### config.mk
export PLATFORM = sky130hd
export DESIGN_NAME = serial_bank_switch_mapper
export DESIGN_NICKNAME = d
export VERILOG_FILES = /design/src/sv/smm_pkg.sv /design/src/sv/smm_state.sv /design/src/sv/smm_xlate.sv /design/src/sv/serial_bank_switch_mapper.sv
export VERILOG_INCLUDE_DIRS = /design/src /design/src/sv
export SDC_FILE = /design/constraint.sdc
export NUM_CORES = 1
export LEC_CHECK = 0
export BUFFER_PORTS_ARGS = -buffer_cell sky130_fd_sc_hd__buf_2
export CAP_MARGIN = 25
export CORE_ASPECT_RATIO = 0.9
export CORE_MARGIN = 10
export CORE_UTILIZATION = 50
export DETAILED_ROUTE_END_ITERATION = 8
export PLACE_DENSITY = 0.75
export SLEW_MARGIN = 0
export SYNTH_ARGS = -nofsm -noshare
export SYNTH_HDL_FRONTEND = slang
export SYNTH_SLANG_ARGS = --single-unit
### constraint.sdc
create_clock -name clock -period 2.4 [get_ports clock]
set_input_delay 0.24 -clock clock [delete_from_list [all_inputs] [get_ports clock]]
set_output_delay 0.24 -clock clock [all_outputs]
set_load 0.1 [all_outputs]
### src/sv/assert_macros.svh
// assertion macros shared by the mapper modules
`ifndef ASSERT_MACROS_SVH
`define ASSERT_MACROS_SVH

// checked on every clock edge outside reset
`define ASSERT_CLK(lbl, clk, rst, prop, msg) \
   lbl: assert property (@(posedge clk) disable iff (rst) prop) else $error(msg);

// checked on every clock edge, reset included
`define ASSERT_CLK_ALWAYS(lbl, clk, prop, msg) \
   lbl: assert property (@(posedge clk) prop) else $error(msg);

`endif

### src/sv/smm_pkg.sv
// types and codes shared by the serial bank switch mapper
package smm_pkg;

   typedef enum logic [1:0] {
      KIND_CPU_RD = 2'd0,
      KIND_CPU_WR = 2'd1,
      KIND_PPU_RD = 2'd2,
      KIND_PPU_WR = 2'd3
   } kind_type;

   typedef enum logic [2:0] {
      TGT_NONE      = 3'd0,
      TGT_PRG_ROM   = 3'd1,
      TGT_PRG_RAM   = 3'd2,
      TGT_CHR       = 3'd3,
      TGT_NAMETABLE = 3'd4
   } target_type;

   typedef enum logic [1:0] {
      CSR_BOARD_VARIANT  = 2'd0,
      CSR_PRG_BANK_COUNT = 2'd1,
      CSR_PRG_RAM_BYTES  = 2'd2,
      CSR_CHR_IS_RAM     = 2'd3
   } csr_index_type;

   typedef enum logic [1:0] {
      REG_CONTROL  = 2'd0,
      REG_CHR_LOW  = 2'd1,
      REG_CHR_HIGH = 2'd2,
      REG_PRG      = 2'd3
   } bank_reg_sel_type;

   localparam logic [2:0] BOARD_RAM_16K = 3'd2;
   localparam logic [2:0] BOARD_BIG_8K  = 3'd3;
   localparam logic [2:0] BOARD_BIG_32K = 3'd4;

   localparam logic [1:0] PRG_MODE_FIX_FIRST = 2'd2;
   localparam logic [1:0] PRG_MODE_FIX_LAST  = 2'd3;

   localparam logic [1:0] MIR_ONE_LOW    = 2'd0;
   localparam logic [1:0] MIR_ONE_HIGH   = 2'd1;
   localparam logic [1:0] MIR_VERTICAL   = 2'd2;
   localparam logic [1:0] MIR_HORIZONTAL = 2'd3;

   localparam logic [4:0] SHIFT_RESET     = 5'h10;
   localparam logic [4:0] CONTROL_RESET   = 5'h0C;
   localparam logic [5:0] PRG_COUNT_RESET = 6'd2;

   typedef struct packed {
      logic [2:0]  board_variant;
      logic [5:0]  prg_bank_count;
      logic [15:0] prg_ram_bytes;
      logic        chr_is_ram;
   } cfg_type;

   typedef struct packed {
      logic [4:0] control;
      logic [4:0] chr_low;
      logic [4:0] chr_high;
      logic [4:0] prg;
   } bank_regs_type;

   typedef struct packed {
      logic [1:0]  kind;
      logic [15:0] address;
      logic [7:0]  write_data;
   } access_type;

   typedef struct packed {
      target_type  target;
      logic [18:0] mem_address;
      logic        write_enable;
      logic [7:0]  store_byte;
   } result_type;

endpackage

### src/sv/smm_state.sv
// configuration registers, serial load shifter and bank registers
module smm_state (
   input  logic                   clock,
   input  logic                   reset,
   input  logic                   csr_valid,
   input  logic [1:0]             csr_index,
   input  logic [15:0]            csr_data,
   input  logic                   update,
   input  smm_pkg::access_type    acc,
   output smm_pkg::cfg_type       cfg,
   output smm_pkg::bank_regs_type regs
);
   import smm_pkg::*;
   `include "assert_macros.svh"

   cfg_type       cfg_ff, cfg_in;
   bank_regs_type regs_ff, regs_in;
   logic [4:0]    shifter_ff, shifter_in;
   logic [4:0]    shifted;
   logic          serial_wr;

   assign serial_wr = update && (kind_type'(acc.kind) == KIND_CPU_WR) && acc.address[15];
   assign shifted   = {acc.write_data[0], shifter_ff[4:1]};

   always_comb begin
      cfg_in = cfg_ff;
      if (csr_valid) begin
         unique case (csr_index_type'(csr_index))
            CSR_BOARD_VARIANT:  cfg_in.board_variant  = csr_data[2:0];
            CSR_PRG_BANK_COUNT: cfg_in.prg_bank_count = csr_data[5:0];
            CSR_PRG_RAM_BYTES:  cfg_in.prg_ram_bytes  = csr_data;
            CSR_CHR_IS_RAM:     cfg_in.chr_is_ram     = csr_data[0];
            default:            cfg_in = cfg_ff;
         endcase
      end
   end

   always_comb begin
      regs_in    = regs_ff;
      shifter_in = shifter_ff;
      if (serial_wr) begin
         if (acc.write_data[7]) begin
            shifter_in          = SHIFT_RESET;
            regs_in.control     = regs_ff.control | CONTROL_RESET;
         end else if (shifter_ff[0]) begin
            // marker reached bit 0: fifth write commits the value
            shifter_in = SHIFT_RESET;
            unique case (bank_reg_sel_type'(acc.address[14:13]))
               REG_CONTROL:  regs_in.control  = shifted;
               REG_CHR_LOW:  regs_in.chr_low  = shifted;
               REG_CHR_HIGH: regs_in.chr_high = shifted;
               REG_PRG:      regs_in.prg      = shifted;
               default:      regs_in = regs_ff;
            endcase
         end else begin
            shifter_in = shifted;
         end
      end
   end

   always_ff @(posedge clock) begin
      if (reset) begin
         cfg_ff.board_variant  <= '0;
         cfg_ff.prg_bank_count <= PRG_COUNT_RESET;
         cfg_ff.prg_ram_bytes  <= '0;
         cfg_ff.chr_is_ram     <= 1'b0;
         regs_ff.control       <= CONTROL_RESET;
         regs_ff.chr_low       <= '0;
         regs_ff.chr_high      <= '0;
         regs_ff.prg           <= '0;
         shifter_ff            <= SHIFT_RESET;
      end else begin
         cfg_ff     <= cfg_in;
         regs_ff    <= regs_in;
         shifter_ff <= shifter_in;
      end
   end

   assign cfg  = cfg_ff;
   assign regs = regs_ff;

   // the marker bit is never shifted out without a reload
   `ASSERT_CLK(a_shifter_marker, clock, reset, shifter_ff != 5'd0, "load shifter lost its marker")
   `ASSERT_CLK(a_reset_write_mode, clock, reset,
      serial_wr && acc.write_data[7] |=> regs_ff.control[3:2] == PRG_MODE_FIX_LAST,
      "reset write did not force fixed last bank mode")

endmodule

### src/sv/smm_xlate.sv
// address translation of one bus access against the current bank registers
module smm_xlate (
   input  smm_pkg::cfg_type       cfg,
   input  smm_pkg::bank_regs_type regs,
   input  smm_pkg::access_type    acc,
   output smm_pkg::result_type    res
);
   import smm_pkg::*;

   logic        big_board;
   logic        a18;
   logic [4:0]  prg_last;
   logic [4:0]  prg_switch;
   logic [4:0]  prg_sel;
   logic [1:0]  ram_bank;
   logic [14:0] ram_index;
   logic        ram_hit;
   logic [4:0]  chr_sel;
   logic        nt_bit;
   logic        is_wr;
   logic        is_cpu;

   assign big_board  = (cfg.board_variant == BOARD_BIG_8K) ||
                       (cfg.board_variant == BOARD_BIG_32K);
   assign a18        = big_board & regs.chr_low[4];
   assign prg_last   = big_board ? {a18, 4'hF} : 5'(cfg.prg_bank_count - 6'd1);
   assign prg_switch = {a18, regs.prg[3:0]};
   assign is_wr      = acc.kind[0];
   assign is_cpu     = (kind_type'(acc.kind) == KIND_CPU_RD) ||
                       (kind_type'(acc.kind) == KIND_CPU_WR);

   always_comb begin
      case (regs.control[3:2])
         PRG_MODE_FIX_FIRST: prg_sel = acc.address[14] ? prg_switch : {a18, 4'h0};
         PRG_MODE_FIX_LAST:  prg_sel = acc.address[14] ? prg_last : prg_switch;
         default:            prg_sel = {prg_switch[4:1], acc.address[14]};
      endcase
   end

   always_comb begin
      if (cfg.board_variant == BOARD_RAM_16K) begin
         ram_bank = {1'b0, regs.chr_low[3]};
      end else if (cfg.board_variant == BOARD_BIG_32K) begin
         ram_bank = regs.chr_low[3:2];
      end else begin
         ram_bank = 2'd0;
      end
   end

   assign ram_index = {ram_bank, acc.address[12:0]};
   assign ram_hit   = {1'b0, ram_index} < cfg.prg_ram_bytes;

   always_comb begin
      if (regs.control[4]) begin
         chr_sel = acc.address[12] ? regs.chr_high : regs.chr_low;
      end else begin
         chr_sel = {regs.chr_low[4:1], acc.address[12]};
      end
   end

   always_comb begin
      case (regs.control[1:0])
         MIR_ONE_LOW:    nt_bit = 1'b0;
         MIR_ONE_HIGH:   nt_bit = 1'b1;
         MIR_VERTICAL:   nt_bit = acc.address[10];
         MIR_HORIZONTAL: nt_bit = acc.address[11];
         default:        nt_bit = 1'b0;
      endcase
   end

   always_comb begin
      res.target       = TGT_NONE;
      res.mem_address  = '0;
      res.write_enable = 1'b0;
      if (is_cpu) begin
         if (acc.address[15]) begin
            // writes up here feed the serial port and reach no memory
            if (!is_wr) begin
               res.target      = TGT_PRG_ROM;
               res.mem_address = {prg_sel, acc.address[13:0]};
            end
         end else if (acc.address[14:13] == 2'b11) begin
            if (ram_hit) begin
               res.target       = TGT_PRG_RAM;
               res.mem_address  = {4'd0, ram_index};
               res.write_enable = is_wr;
            end
         end
      end else begin
         if (acc.address[15:13] == 3'd0) begin
            res.target       = TGT_CHR;
            res.mem_address  = {2'd0, chr_sel, acc.address[11:0]};
            res.write_enable = is_wr & cfg.chr_is_ram;
         end else if (acc.address < 16'h3F00) begin
            res.target       = TGT_NAMETABLE;
            res.mem_address  = {8'd0, nt_bit, acc.address[9:0]};
            res.write_enable = is_wr;
         end
      end
      res.store_byte = res.write_enable ? acc.write_data : 8'd0;
   end

endmodule

### src/sv/serial_bank_switch_mapper.sv
// Serial bank switch mapper: translates one CPU or PPU bus access per clock, while
// rsp_stall is low, into a target memory, byte address and store strobe. An item is
// taken into an input register; when it leaves that register it is translated, the
// bank registers are updated and its result is stored in the result register, which
// presents it on the rsp_ side. Throughput is one item per cycle while rsp_stall is
// low; the result register and input register let the block keep taking items until
// both hold work. Configuration writes through csr_ are always ready and take effect
// for the next translated item; they are to be made only while no item is in flight.
module serial_bank_switch_mapper (
   input  logic        clock,
   input  logic        reset,
   input  logic        req_valid,
   output logic        req_stall,
   input  logic [1:0]  req_kind,
   input  logic [15:0] req_address,
   input  logic [7:0]  req_write_data,
   output logic        rsp_valid,
   input  logic        rsp_stall,
   output logic [2:0]  rsp_target,
   output logic [18:0] rsp_mem_address,
   output logic        rsp_write_enable,
   output logic [7:0]  rsp_store_byte,
   input  logic        csr_valid,
   output logic        csr_ready,
   input  logic [1:0]  csr_index,
   input  logic [15:0] csr_data
);
   import smm_pkg::*;
   `include "assert_macros.svh"

   logic          s1_valid_ff, s1_valid_in;
   access_type    s1_ff;
   logic          out_valid_ff, out_valid_in;
   result_type    out_ff;
   result_type    res;
   cfg_type       cfg;
   bank_regs_type regs;
   logic          out_free;
   logic          advance;
   logic          req_take;

   assign out_free  = !out_valid_ff || !rsp_stall;
   assign advance   = s1_valid_ff && out_free;
   assign req_stall = s1_valid_ff && !out_free;
   assign req_take  = req_valid && !req_stall;
   assign csr_ready = 1'b1;

   smm_state u_state (
      .clock     (clock),
      .reset     (reset),
      .csr_valid (csr_valid),
      .csr_index (csr_index),
      .csr_data  (csr_data),
      .update    (advance),
      .acc       (s1_ff),
      .cfg       (cfg),
      .regs      (regs)
   );

   smm_xlate u_xlate (
      .cfg  (cfg),
      .regs (regs),
      .acc  (s1_ff),
      .res  (res)
   );

   assign s1_valid_in  = req_take || (s1_valid_ff && !advance);
   assign out_valid_in = advance || (out_valid_ff && rsp_stall);

   always_ff @(posedge clock) begin
      if (reset) begin
         s1_valid_ff  <= 1'b0;
         out_valid_ff <= 1'b0;
      end else begin
         s1_valid_ff  <= s1_valid_in;
         out_valid_ff <= out_valid_in;
      end
   end

   always_ff @(posedge clock) begin
      if (req_take) begin
         s1_ff.kind       <= req_kind;
         s1_ff.address    <= req_address;
         s1_ff.write_data <= req_write_data;
      end
      if (advance) begin
         out_ff <= res;
      end
   end

   assign rsp_valid        = out_valid_ff;
   assign rsp_target       = out_ff.target;
   assign rsp_mem_address  = out_ff.mem_address;
   assign rsp_write_enable = out_ff.write_enable;
   assign rsp_store_byte   = out_ff.store_byte;

   `ASSERT_CLK(a_stall_needs_item, clock, reset, req_stall |-> s1_valid_ff,
      "input stalled with an empty input register")
   `ASSERT_CLK(a_we_has_target, clock, reset,
      rsp_valid |-> !(rsp_write_enable && out_ff.target == TGT_NONE),
      "store strobe without a target memory")
   `ASSERT_CLK(a_byte_zero_on_read, clock, reset,
      rsp_valid && !rsp_write_enable |-> rsp_store_byte == 8'd0,
      "store byte not cleared on a non-store item")

endmodule

==> results.md, run 1 <==
- Die ar.: 0.0137 sq mm
- Die width: 122 um
- P per Cell Area: 635 mW/mm^2
- Setup-failing EPs final: 8
- Clock skew: 0.00993 ns
- Final count of hold timing violations: 0
- Hold Crit Endpoint: s1_ff[16]
- Max cap viols: 0
- First-pass GRT wire length: 18200 um
- Yosys warns: 0
- Top post-synthesis cells by area: edfxtp_1, dfxtp_1, mux2i_1, nand2_1, ha_1
- Clock power frac: 0.283
- Setup WS pre-CTS: -0.0988 ns
- FILL cells: 722
- Hold Path Origin: req_address[8]
- Final Cycle Share: 1.01
- Finished Cell Area: 0.00567 sq mm
- GR Util All Layers: 0.166
- Initial antenna violation count: 0
- Die height: 112 um
- CTS tree: yes
- Gr ovfl total: 0
- Vias: 3525
- Buf+Inv Stages, Crit Path: 3
- Root buffer cell: clkbuf_8
- Sequential power share: 0.573
- CP Capture Type: register
- Initial Util: 0.515
- CP Class: register to register
- Max Slew Vio Count: 0
- Sw Pwr: 1.01 mW
- CTS clk-pin slew, worst paths: 0.10 ns
- Sequential Area: 0.00274 sq mm
- CP max FO: 6
- CP required: 2.61 ns
- Top cell type's share of synthesized area: 0.365
- RR Startpoint: u_state.cfg[24]
- I/O Pins: 83
- Status: finished with violations
- Avg Cell Area, Syn: 10.9 sq um
- DRT Wirelength: 11400 um
- Cells after Synth: 429
- DRT iter0 DRCs: 153
- CP max stage cell: dfxtp_4
- Most frequent cells in the layout: buf_2, edfxtp_1, nand2_1
- Post-synth EDFFs: 57
- Largest net degree at the start of global routing: 52
- Synth-to-Final Area Change: 20.7%
- Initial DRT Pass Iterations: 5
- Post-route DRC: 0
- Synthesized cell area: 0.00470 sq mm
- Antenna violation net count after detailed routing: 0
- Worst setup margin: -0.0294 ns
- Via-to-Cell Ratio: 5.42
- Hold Path Class: input port to register
- R2R cell count: 12
- Worst R2R Setup Slack: -0.03 ns
- Placed Area: 0.00530 sq mm
- Synthesized net count: 493
- Hold slack: 0.0368 ns
- Hold depth: 1
- Total power: 3.60 mW
- Ys async rst share: 0
- Wire per inst: 17.5 um
- CP Cell Sequence: nor2b_4 > a22oi_2 > or2_4 > inv_2 > ha_4 > a211oi_2 > nor3_2 > nor4_1 > buf_4 > o21ai_4 > buf_12 > a211oi_2
- Layout Nets: 587
- Arrival @ worst endpoint: 2.64 ns
- Headroom to the max-slew limit: 0.315
- Vias in the first global route: 3629
- R2R Path End: rsp_store_byte[3]
- Max IR drop VDD: 0.415 mV
- RePlAce Congestion: 0.872
- Core Area: 0.00913 sq mm
- Later-pin clock latency in the skew report: 0.37 ns
- Critical Path Start Type: register
- Cell variety after synth: 48
- Multi-input gate area: 0.00189 sq mm
- RSZ-0062 raised after global routing: true
- Family with the most delay on the worst path: simple AND/OR/NAND/NOR gates
- Cts bufs inserted: 9
- Worst slew pin tran: 1.02 ns
- IO buf count: 81
- Minimum clock period: 2.43 ns
- Dominant cell type by area after synthesis: edfxtp_1
- Int Pwr: 2.59 mW
- Setup TNS: -0.0779 ns
- Layout cells sized above 1: 0.284
- Failing checks: setup timing
- Sw Ratio: 0.281
- Peak Freq: 0.412 GHz
- Max incr delay on CP: 0.38 ns
- Sequential area share after synthesis: 0.582
- CTS max path bufs: 2
- Combinational share of power: 0.144
- Most common cell after layout, fill and taps aside: buf_2
- DP HPWL: 8290 um
- Static Leakage: 2.32 nW
- Register bit total from synthesis: 108
- Ant diodes: 0
- Most used DFF post-synth: edfxtp_1
- Top cell by count, worst path: a211oi_2
- CTS Sinks: 108
- Placement row count: 33
- H-tree level count: 3
==> cells by family (layout without fill, tap and decap cells) <==
family / Yosys count / after routing / synth area share
AND/OR/NAND/NOR: 140 / 140 / 0.141
flip-flops: 108 / 108 / 0.582
AO/OA/AOI/OAI: 85 / 85 / 0.124
buffers and inverters: 47 / 146 / 0.0418
multiplexers: 30 / 30 / 0.0639
adder cells (fa/ha/maj): 15 / 15 / 0.0400
XOR/XNOR: 3 / 3 / 0.00560
other: 1 / 1 / 0.000799
==> stage by stage <==
stage / util / instances
floorplan: - / 429
global placement: 0.581 / 628
detailed placement: 0.581 / 628
CTS: 0.616 / 647
global route: 0.621 / 650
finish: 0.621 / 650
==> flip-flops by register name, summed over array words and instances, names as in the netlist, 3 cells and up <==
signal and cells:
rsp_mem_address 19, rsp_store_byte 8, rsp_target 3, s1_ff 26
u_state.cfg 25, u_state.regs 19, u_state.shifter_ff 5
==> how the worst max path moves through the flow <==
stage	depth (start not counted)	from	slack [ns]	end
detailed placement	12	u_state.cfg[25]	-0.1	rsp_store_byte[3]
CTS	12	u_state.cfg[24]	-0.10	rsp_store_byte[0]
floorplan	11	u_state.cfg[25]	0.02	rsp_store_byte[0]
global placement	12	u_state.cfg[25]	-0.02	rsp_store_byte[2]
global route	12	u_state.cfg[24]	-0.14	rsp_store_byte[5]
finish	12	u_state.cfg[24]	-0.03	rsp_store_byte[3]
==> synthesized netlist by cell type (all sizes together), types with 3 or more instances <==
library cell / n
a211oi: 10
a21boi: 11
a21oi: 33
a31oi: 5
and3: 4
buf: 4
clkbuf: 12
dfxtp: 51
edfxtp: 57
ha: 15
inv: 31
mux2i: 30
nand2: 52
nand2b: 3
nand3: 5
nand3b: 5
nand4: 4
nor2: 41
nor2b: 5
nor3: 6
o21ai: 14
o21bai: 3
xnor2: 3
==> worst reg2reg max path, delay by kind of cell (launching register included) <==
kind	cells	cell delay, ns
fa+ha+maj	1	0.19
flops	1	0.38
buf+inv	3	0.41
compound gates	4	0.57
simple gates	4	0.71
==> layer usage <==
metal | track usage | up-vias | part of all wire
li1 | - | 1706 | -
met1 | 0.208 | 1701 | 0.45
met2 | 0.265 | 99 | 0.46
met3 | 0.0561 | 19 | 0.070
met4 | 0.0487 | 0 | 0.017
met5 | 0 | - | 0
==> timing repair <==
| action | CTS | global route |
|---|---|---|
| setup buffers | 1 | 3 |
| endpoints found under the setup margin | 24 | 24 |
| pin swaps | 7 | 9 |
| resized for setup | 23 | 9 |
| gates cloned | 2 | 0 |
| hold buffers | 0 | 0 |
==> cell type report <==
type                    instances  area share
flip-flops and latches        108       0.483
repair buffers                 99       0.104
clock buffers                  12      0.0276
well taps                     122      0.0269
clock inverters                 4     0.00397
inverters                      31      0.0205
multi-input cells             274       0.334
==> power by group through the flow <==
stage	combinational (mW)	clock (mW)	sequential [mW]
after CTS	0.516	1.04	2.06
after global routing	0.554	1.11	2.07
after global placement	0.486	0	2.10
after detailed placement	0.498	0	2.10
final	0.517	1.02	2.06
after floorplan	0.170	0	2.29
No activity file was read; power rests on OpenSTA's default activity.
==> inputs of run 2 (changes only) <==
- ABC_AREA: default -> 1
==> run 2 against run 1 <==
The flow now finishes without violations. Via count increased by 6.9%. Critical path depth is 1 lower. Worst hold slack improved by 0.0030 ns. Cell count rose by 13%. Non-clock buffer count down 15. Highest routed layer unchanged.
==> results.md, run 2 <==
- Static Leakage: 2.39 nW (+2.9%)
- R2R Path End: rsp_mem_address[11]
- Final count of hold timing violations: 0 (unchanged)
- Die width: 123 um (+0.92%)
- Vias in the first global route: 3717 (+2.4%)
- Ys async rst share: 0 (unchanged)
- Register bit total from synthesis: 108 (unchanged)
- Clock skew: 0.00943 ns (-0.000507 ns)
- Layout Nets: 669 (+14%)
- Dominant cell type by area after synthesis: edfxtp_1
- Layout cells sized above 1: 0.195 (-0.0890)
- Synthesized net count: 585 (+19%)
- Initial Util: 0.519 (+0.00434)
- Worst slew pin tran: 0.842 ns (-0.181 ns)
- Post-route DRC: 0 (unchanged)
- CTS Sinks: 108 (unchanged)
- Post-synth EDFFs: 57 (unchanged)
- Die height: 113 um (+0.91%)
- Hold Path Class: input port to register
- Max Slew Vio Count: 0 (unchanged)
- RePlAce Congestion: 0.895 (+2.7%)
- Most common cell after layout, fill and taps aside: inv_1
- Post-CTS sizing: 0 (-100%)
- Most used DFF post-synth: edfxtp_1
- P per Cell Area: 652 mW/mm^2 (+2.7%)
- First-pass GRT wire length: 17900 um (-1.4%)
- Worst R2R Setup Slack: 0.27 ns (+0.30 ns)
- Final Cycle Share: 0.889 (-0.123)
- GR Util All Layers: 0.161 (-0.00523)
- R2R cell count: 11 (-1)
- Top post-synthesis cells by area: edfxtp_1, dfxtp_1, inv_1, a21oi_1, nand2_1
- Top cell type's share of synthesized area: 0.357 (-0.00789)
- Synthesized cell area: 0.00480 sq mm (+2.2%)
- Die ar.: 0.0139 sq mm (+1.8%)
- Largest net degree at the start of global routing: 32 (-38%)
- Top-count cell post-synth: inv_1
- Arrival @ worst endpoint: 2.26 ns (-0.38 ns)
- Antenna violation net count after detailed routing: 0 (unchanged)
- Status: complete, no violations
- H-tree level count: 3 (unchanged)
- Hold-fix buffers, CTS: 0 (unchanged)
- Root buffer cell: clkbuf_8
- Initial DRT Pass Iterations: 5 (unchanged)
- Headroom to the max-slew limit: 0.438 (+0.122)
- CTS max path bufs: 2 (unchanged)
- DRT Wirelength: 11200 um (-2.0%)
- Reg with most FFs: s1_ff
- CP max FO: 11 (+5)
- Later-pin clock latency in the skew report: 0.37 ns (about the same)
- Cts bufs inserted: 9 (unchanged)
- Ant diodes: 0 (unchanged)
- IO buf count: 81 (unchanged)
- Fin cells: 732 (+13%)
- Post-CTS setup buffer count: 0 (-1)
- CP Cell Sequence: inv_1 > nand3_1 > o22ai_1 > ha_1 > nand2_1 > nor3_1 > nand2_1 > nand4_1 > nand3_2 > nand2_1 > inv_1
- DRT iter0 DRCs: 338 (+120%)
- Top cell by count, worst path: nand2_1
- Vias: 3768 (+6.9%)
- Placement row count: 33 (unchanged)
- CTS clk-pin slew, worst paths: 0.10 ns (about the same)
- Avg Cell Area, Syn: 9.21 sq um (-16%)
- Setup-failing EPs final: 0 (-8)
- Via-to-Cell Ratio: 5.15 (-5.1%)
- Synth-to-Final Area Change: 15.6%
- CP Capture Type: register
- Critical Path Start Type: register
- Core Area: 0.00925 sq mm (+1.4%)
- Yosys warns: 0 (unchanged)
- Peak Freq: 0.469 GHz (+14%)
- CP max stage cell: ha_1
- Cell variety after synth: 38 (-21%)
- Wire per inst: 15.2 um (-13%)
- Commonest cells in the netlist: inv_1, nand2_1, a21oi_1
- DP HPWL: 8510 um (+2.7%)
- Max cap viols: 0 (unchanged)
- Max incr delay on CP: 0.37 ns (about the same)
- CP Class: register to register
- RR Startpoint: u_state.cfg[23]
- CTS tree: yes
- Cells after Synth: 521 (+21%)
- Setup TNS: 0 ns (+0.0779 ns)
- Crit. Startpoint: u_state.cfg[23]
- RSZ-0062 raised after global routing: false
- Minimum clock period: 2.13 ns (-0.295 ns)
- Most frequent cells in the layout: inv_1, buf_2, nand2_1
- CP required: 2.53 ns (-0.08 ns)
- Cells after DPL: 716 (+14%)
- Critical Path Sink: rsp_mem_address[11]
- Initial antenna violation count: 0 (unchanged)
- I/O Pins: 83 (unchanged)
- Max FFs per register: 26 (unchanged)
- Gr ovfl total: 0 (unchanged)
- Max IR drop VDD: 0.354 mV (-15%)
- Sequential area share after synthesis: 0.569 (-0.0126)
==> run 2: changes by cell type in the layout (fill, tap and decap cells not counted), sizes merged, moves of 10 or more <==
cell / change
a21boi: -10
mux2i: -30
nand3: +14
inv: +74
a21oi: +32
buf: -13
o21ai: +39
nand2: +21
==> run 2: worst max-delay path, delay by kind of cell (launching register included) <==
family / cells / cell delay (ns)
AND/OR/NAND/NOR: 7 / 0.94
adder cells (fa/ha/maj): 1 / 0.37
flip-flops: 1 / 0.34
AO/OA/AOI/OAI: 1 / 0.13
buffers and inverters: 2 / 0.12
==> run 2: layout make-up <==
cell class,count,area (sq um)
Multi-Input combinational cell,298,1640
Fill cell,786,3700
Sequential cell,108,2730
Tap cell,122,153
Inverter,104,390
Clock buffer,11,141
Clock inverter,5,36.3
Timing Repair Buffer,84,453
==> run 2: per-layer routing <==
layer | up-vias | wire length, um | GRT usage
met3 | 14 | 897 | 0.0378
met2 | 135 | 5120 | 0.259
met1 | 1725 | 4960 | 0.205
met5 | - | 0 | 0
met4 | 0 | 172 | 0.0590
li1 | 1894 | - | -
==> run 2: how the worst min path moves through the flow <==
stage / start / to / slack [ns] / cells after the start
after global routing: req_address[4] / s1_ff[12] / 0.02 / 1
final: req_write_data[7] / s1_ff[7] / 0.04 / 1
after detailed placement: req_address[7] / s1_ff[15] / 0.42 / 1
after floorplan: req_write_data[0] / s1_ff[0] / 0.34 / 0
after CTS: req_write_data[7] / s1_ff[7] / 0.02 / 1
after global placement: req_address[0] / s1_ff[8] / 0.42 / 1
==> run 2: kinds of logic after synthesis <==
kind of cell | after synthesis | share of synthesized area
and+or+nand+nor | 146 | 0.137
DFF | 108 | 0.569
xor gates and xnor gates | 3 | 0.00548
adders and majority gates | 15 | 0.0391
AOI/OAI and AO/OA | 133 | 0.156
other | 1 | 0.000781
buffers and inverters | 115 | 0.0918
==> run 2: through the flow <==
| stage | worst slack (ns) | hold WS [ns] | total power, mW | util | instance area (sq um) |
|---|---|---|---|---|---|
| 5_1_grt | 0.0535 | 0.0169 | 3.77 | 0.600 | 5550 |
| 3_3_place_gp | 0.277 | 0.416 | 2.63 | 0.580 | 5360 |
| 6_report | 0.266 | 0.0398 | 3.62 | 0.600 | 5550 |
| 4_1_cts | 0.107 | 0.0208 | 3.65 | 0.599 | 5540 |
| 3_5_place_dp | 0.126 | 0.418 | 2.65 | 0.580 | 5360 |
| 2_1_floorplan | 0.0575 | 0.339 | 2.50 | - | 4810 |
==> run 2: power breakdown <==
part | leakage, nW | internal [mW] | switching [mW]
Sequential | 0.970 | 2.03 | 0.0408
Combinational | 1.34 | 0.132 | 0.409
Clock | 0.0836 | 0.409 | 0.599
==> inputs of run 3 (changes only) <==
- GPL_ROUTABILITY_DRIVEN: default -> 1
- RECOVER_POWER: default -> 25
- SLEW_MARGIN: 0 -> 20
==> run 3 against run 2 <==
Combinational power hardly changed. Sequential power hardly changed. Critical path depth stayed put. Power is 0.17% lower. Worst hold slack better by 0.0030 ns. Design area is 0.34% lower. Worst setup slack worse by 0.0051 ns. Largest power group unchanged. Highest routed layer unchanged.
==> results.md, run 3 (synthesis results as in run 2) <==
- Status: complete, no violations
- Clock skew: 0.00888 ns (-0.000545 ns)
- Most frequent cells in the layout: inv_1, buf_2, nand2_1
- Max FFs per register: 26 (unchanged)
- Total power: 3.61 mW (-0.17%)
- Via-to-Cell Ratio: 5.16 (+0.32%)
- I/O Pins: 83 (unchanged)
- Arrival @ worst endpoint: 2.27 ns (about the same)
- H-tree level count: 3 (unchanged)
- DRT iter0 DRCs: 279 (-17%)
- Ant diodes: 0 (unchanged)
- Final count of hold timing violations: 0 (unchanged)
- Setup-failing EPs final: 0 (unchanged)
- Hold depth: 1 (unchanged)
- Critical Path Start Type: register
- Synth-to-Final Area Change: 15.2%
- Later-pin clock latency in the skew report: 0.36 ns (about the same)
- CTS tree: yes
- Peak Freq: 0.467 GHz (-0.24%)
- Cts bufs inserted: 9 (unchanged)
- Worst slew pin tran: 0.845 ns (+0.00255 ns)
- Max Slew Vio Count: 0 (unchanged)
- Gr ovfl total: 0 (unchanged)
- Worst setup margin: 0.261 ns (-0.00514 ns)
- FILL cells: 788 (+0.25%)
- Post-route DRC: 0 (unchanged)
- CP Class: register to register
- Max cap viols: 0 (unchanged)
- CP Cell Sequence: inv_1 > nand3_1 > o22ai_1 > ha_1 > nand2_1 > nor3_1 > nand2_1 > nand4_1 > nand3_2 > nand2_1 > inv_1
- Placement row count: 33 (unchanged)
- P per Cell Area: 653 mW/mm^2 (+0.17%)
- Hold Crit Endpoint: s1_ff[8]
- Vias in the first global route: 3717 (unchanged)
- Largest net degree at the start of global routing: 32 (unchanged)
- Root buffer cell: clkbuf_8
- Layout Nets: 669 (unchanged)
- Worst R2R Setup Slack: 0.26 ns (about the same)
- Buf+Inv Stages, Crit Path: 2 (unchanged)
- CP max stage cell: ha_1
- Most common cell after layout, fill and taps aside: inv_1
- DRT Wirelength: 11200 um (+0.31%)
- Die height: 113 um (unchanged)
- Die width: 123 um (unchanged)
- CTS clk-pin slew, worst paths: 0.10 ns (about the same)
- Family with the most delay on the worst path: simple AND/OR/NAND/NOR gates
- Top cell by count, worst path: nand2_1
- CTS max path bufs: 2 (unchanged)
- Headroom to the max-slew limit: 0.437 (-0.00108)
- Final Cycle Share: 0.891 (+0.00214)
- RR Startpoint: u_state.cfg[23]
- Post-CTS setup buffer count: 0 (unchanged)
- RSZ-0062 raised after global routing: false
- CP max FO: 11 (unchanged)
- Die ar.: 0.0139 sq mm (unchanged)
- R2R Path End: rsp_mem_address[11]
- Static Leakage: 2.38 nW (-0.47%)
- Antenna violation net count after detailed routing: 0 (unchanged)
- R2R cell count: 11 (unchanged)
- Setup WS pre-CTS: 0.126 ns (unchanged)
- Vias: 3780 (+0.32%)
- Core Area: 0.00925 sq mm (unchanged)
- CP Capture Type: register
- Layout cells sized above 1: 0.190 (-0.00492)
- Max IR drop VDD: 0.348 mV (-1.8%)
- GR Util All Layers: 0.161 (unchanged)
- Max incr delay on CP: 0.37 ns (about the same)
- Initial Util: 0.519 (unchanged)
- Initial antenna violation count: 0 (unchanged)
- Hold Path Origin: req_address[0]
- Initial DRT Pass Iterations: 5 (unchanged)
- Wire per inst: 15.3 um (+0.31%)
- Minimum clock period: 2.14 ns (+0.00514 ns)
- Hold Path Class: input port to register
- IO buf count: 81 (unchanged)
- DP HPWL: 8510 um (unchanged)
- First-pass GRT wire length: 17900 um (unchanged)
- CTS Sinks: 108 (unchanged)
- Reg with most FFs: s1_ff
- CP required: 2.53 ns (about the same)
- Setup TNS: 0 ns (unchanged)
- RePlAce Congestion: 0.895 (unchanged)
[run 3: final cells by class]
class | instances | area, sq um | share of cell area
clock buffer | 11 | 141 | 0.0256
clock inverter | 5 | 36.3 | 0.00656
inverter | 104 | 390 | 0.0706
multi-input combinational | 298 | 1640 | 0.297
sequential | 108 | 2730 | 0.494
tap | 122 | 153 | 0.0276
timing repair buffer | 84 | 435 | 0.0788
[run 3: worst max-delay path by stage]
stage	start	end	slack [ns]	cells after the start
global route	u_state.cfg[24]	rsp_mem_address[11]	0.05	11
detailed placement	u_state.cfg[23]	rsp_mem_address[11]	0.13	11
CTS	u_state.cfg[23]	rsp_mem_address[11]	0.11	11
floorplan	rsp_valid	u_state.regs[17]	0.06	9
finish	u_state.cfg[23]	rsp_mem_address[11]	0.26	11
global placement	u_state.cfg[23]	rsp_mem_address[8]	0.28	11
[run 3: timing repair]
action / in CTS / in global routing
setup endpoints to repair: 0 / 11
hold buffers: 0 / 0
resized for setup: 0 / 1
[run 3: power breakdown]
part	leakage, nW	switching (mW)	internal [mW]
clock network	0.0836	0.595	0.409
logic	1.33	0.409	0.129
registers	0.970	0.0409	2.03
[run 3: metal layers]
layer / part of all wire / global-route usage
met1: 0.45 / 0.205
met4: 0.015 / 0.0590
met3: 0.076 / 0.0378
met5: 0 / 0
met2: 0.46 / 0.259
[run 3: stage by stage]
stage / utilization / hold slack [ns] / instances / instance area [sq um]
finish: 0.598 / 0.0428 / 732 / 5530
global route: 0.598 / 0.0169 / 732 / 5530
CTS: 0.599 / 0.0208 / 732 / 5540
detailed placement: 0.580 / 0.418 / 716 / 5360
global placement: 0.580 / 0.416 / 716 / 5360
floorplan: - / 0.339 / 521 / 4810
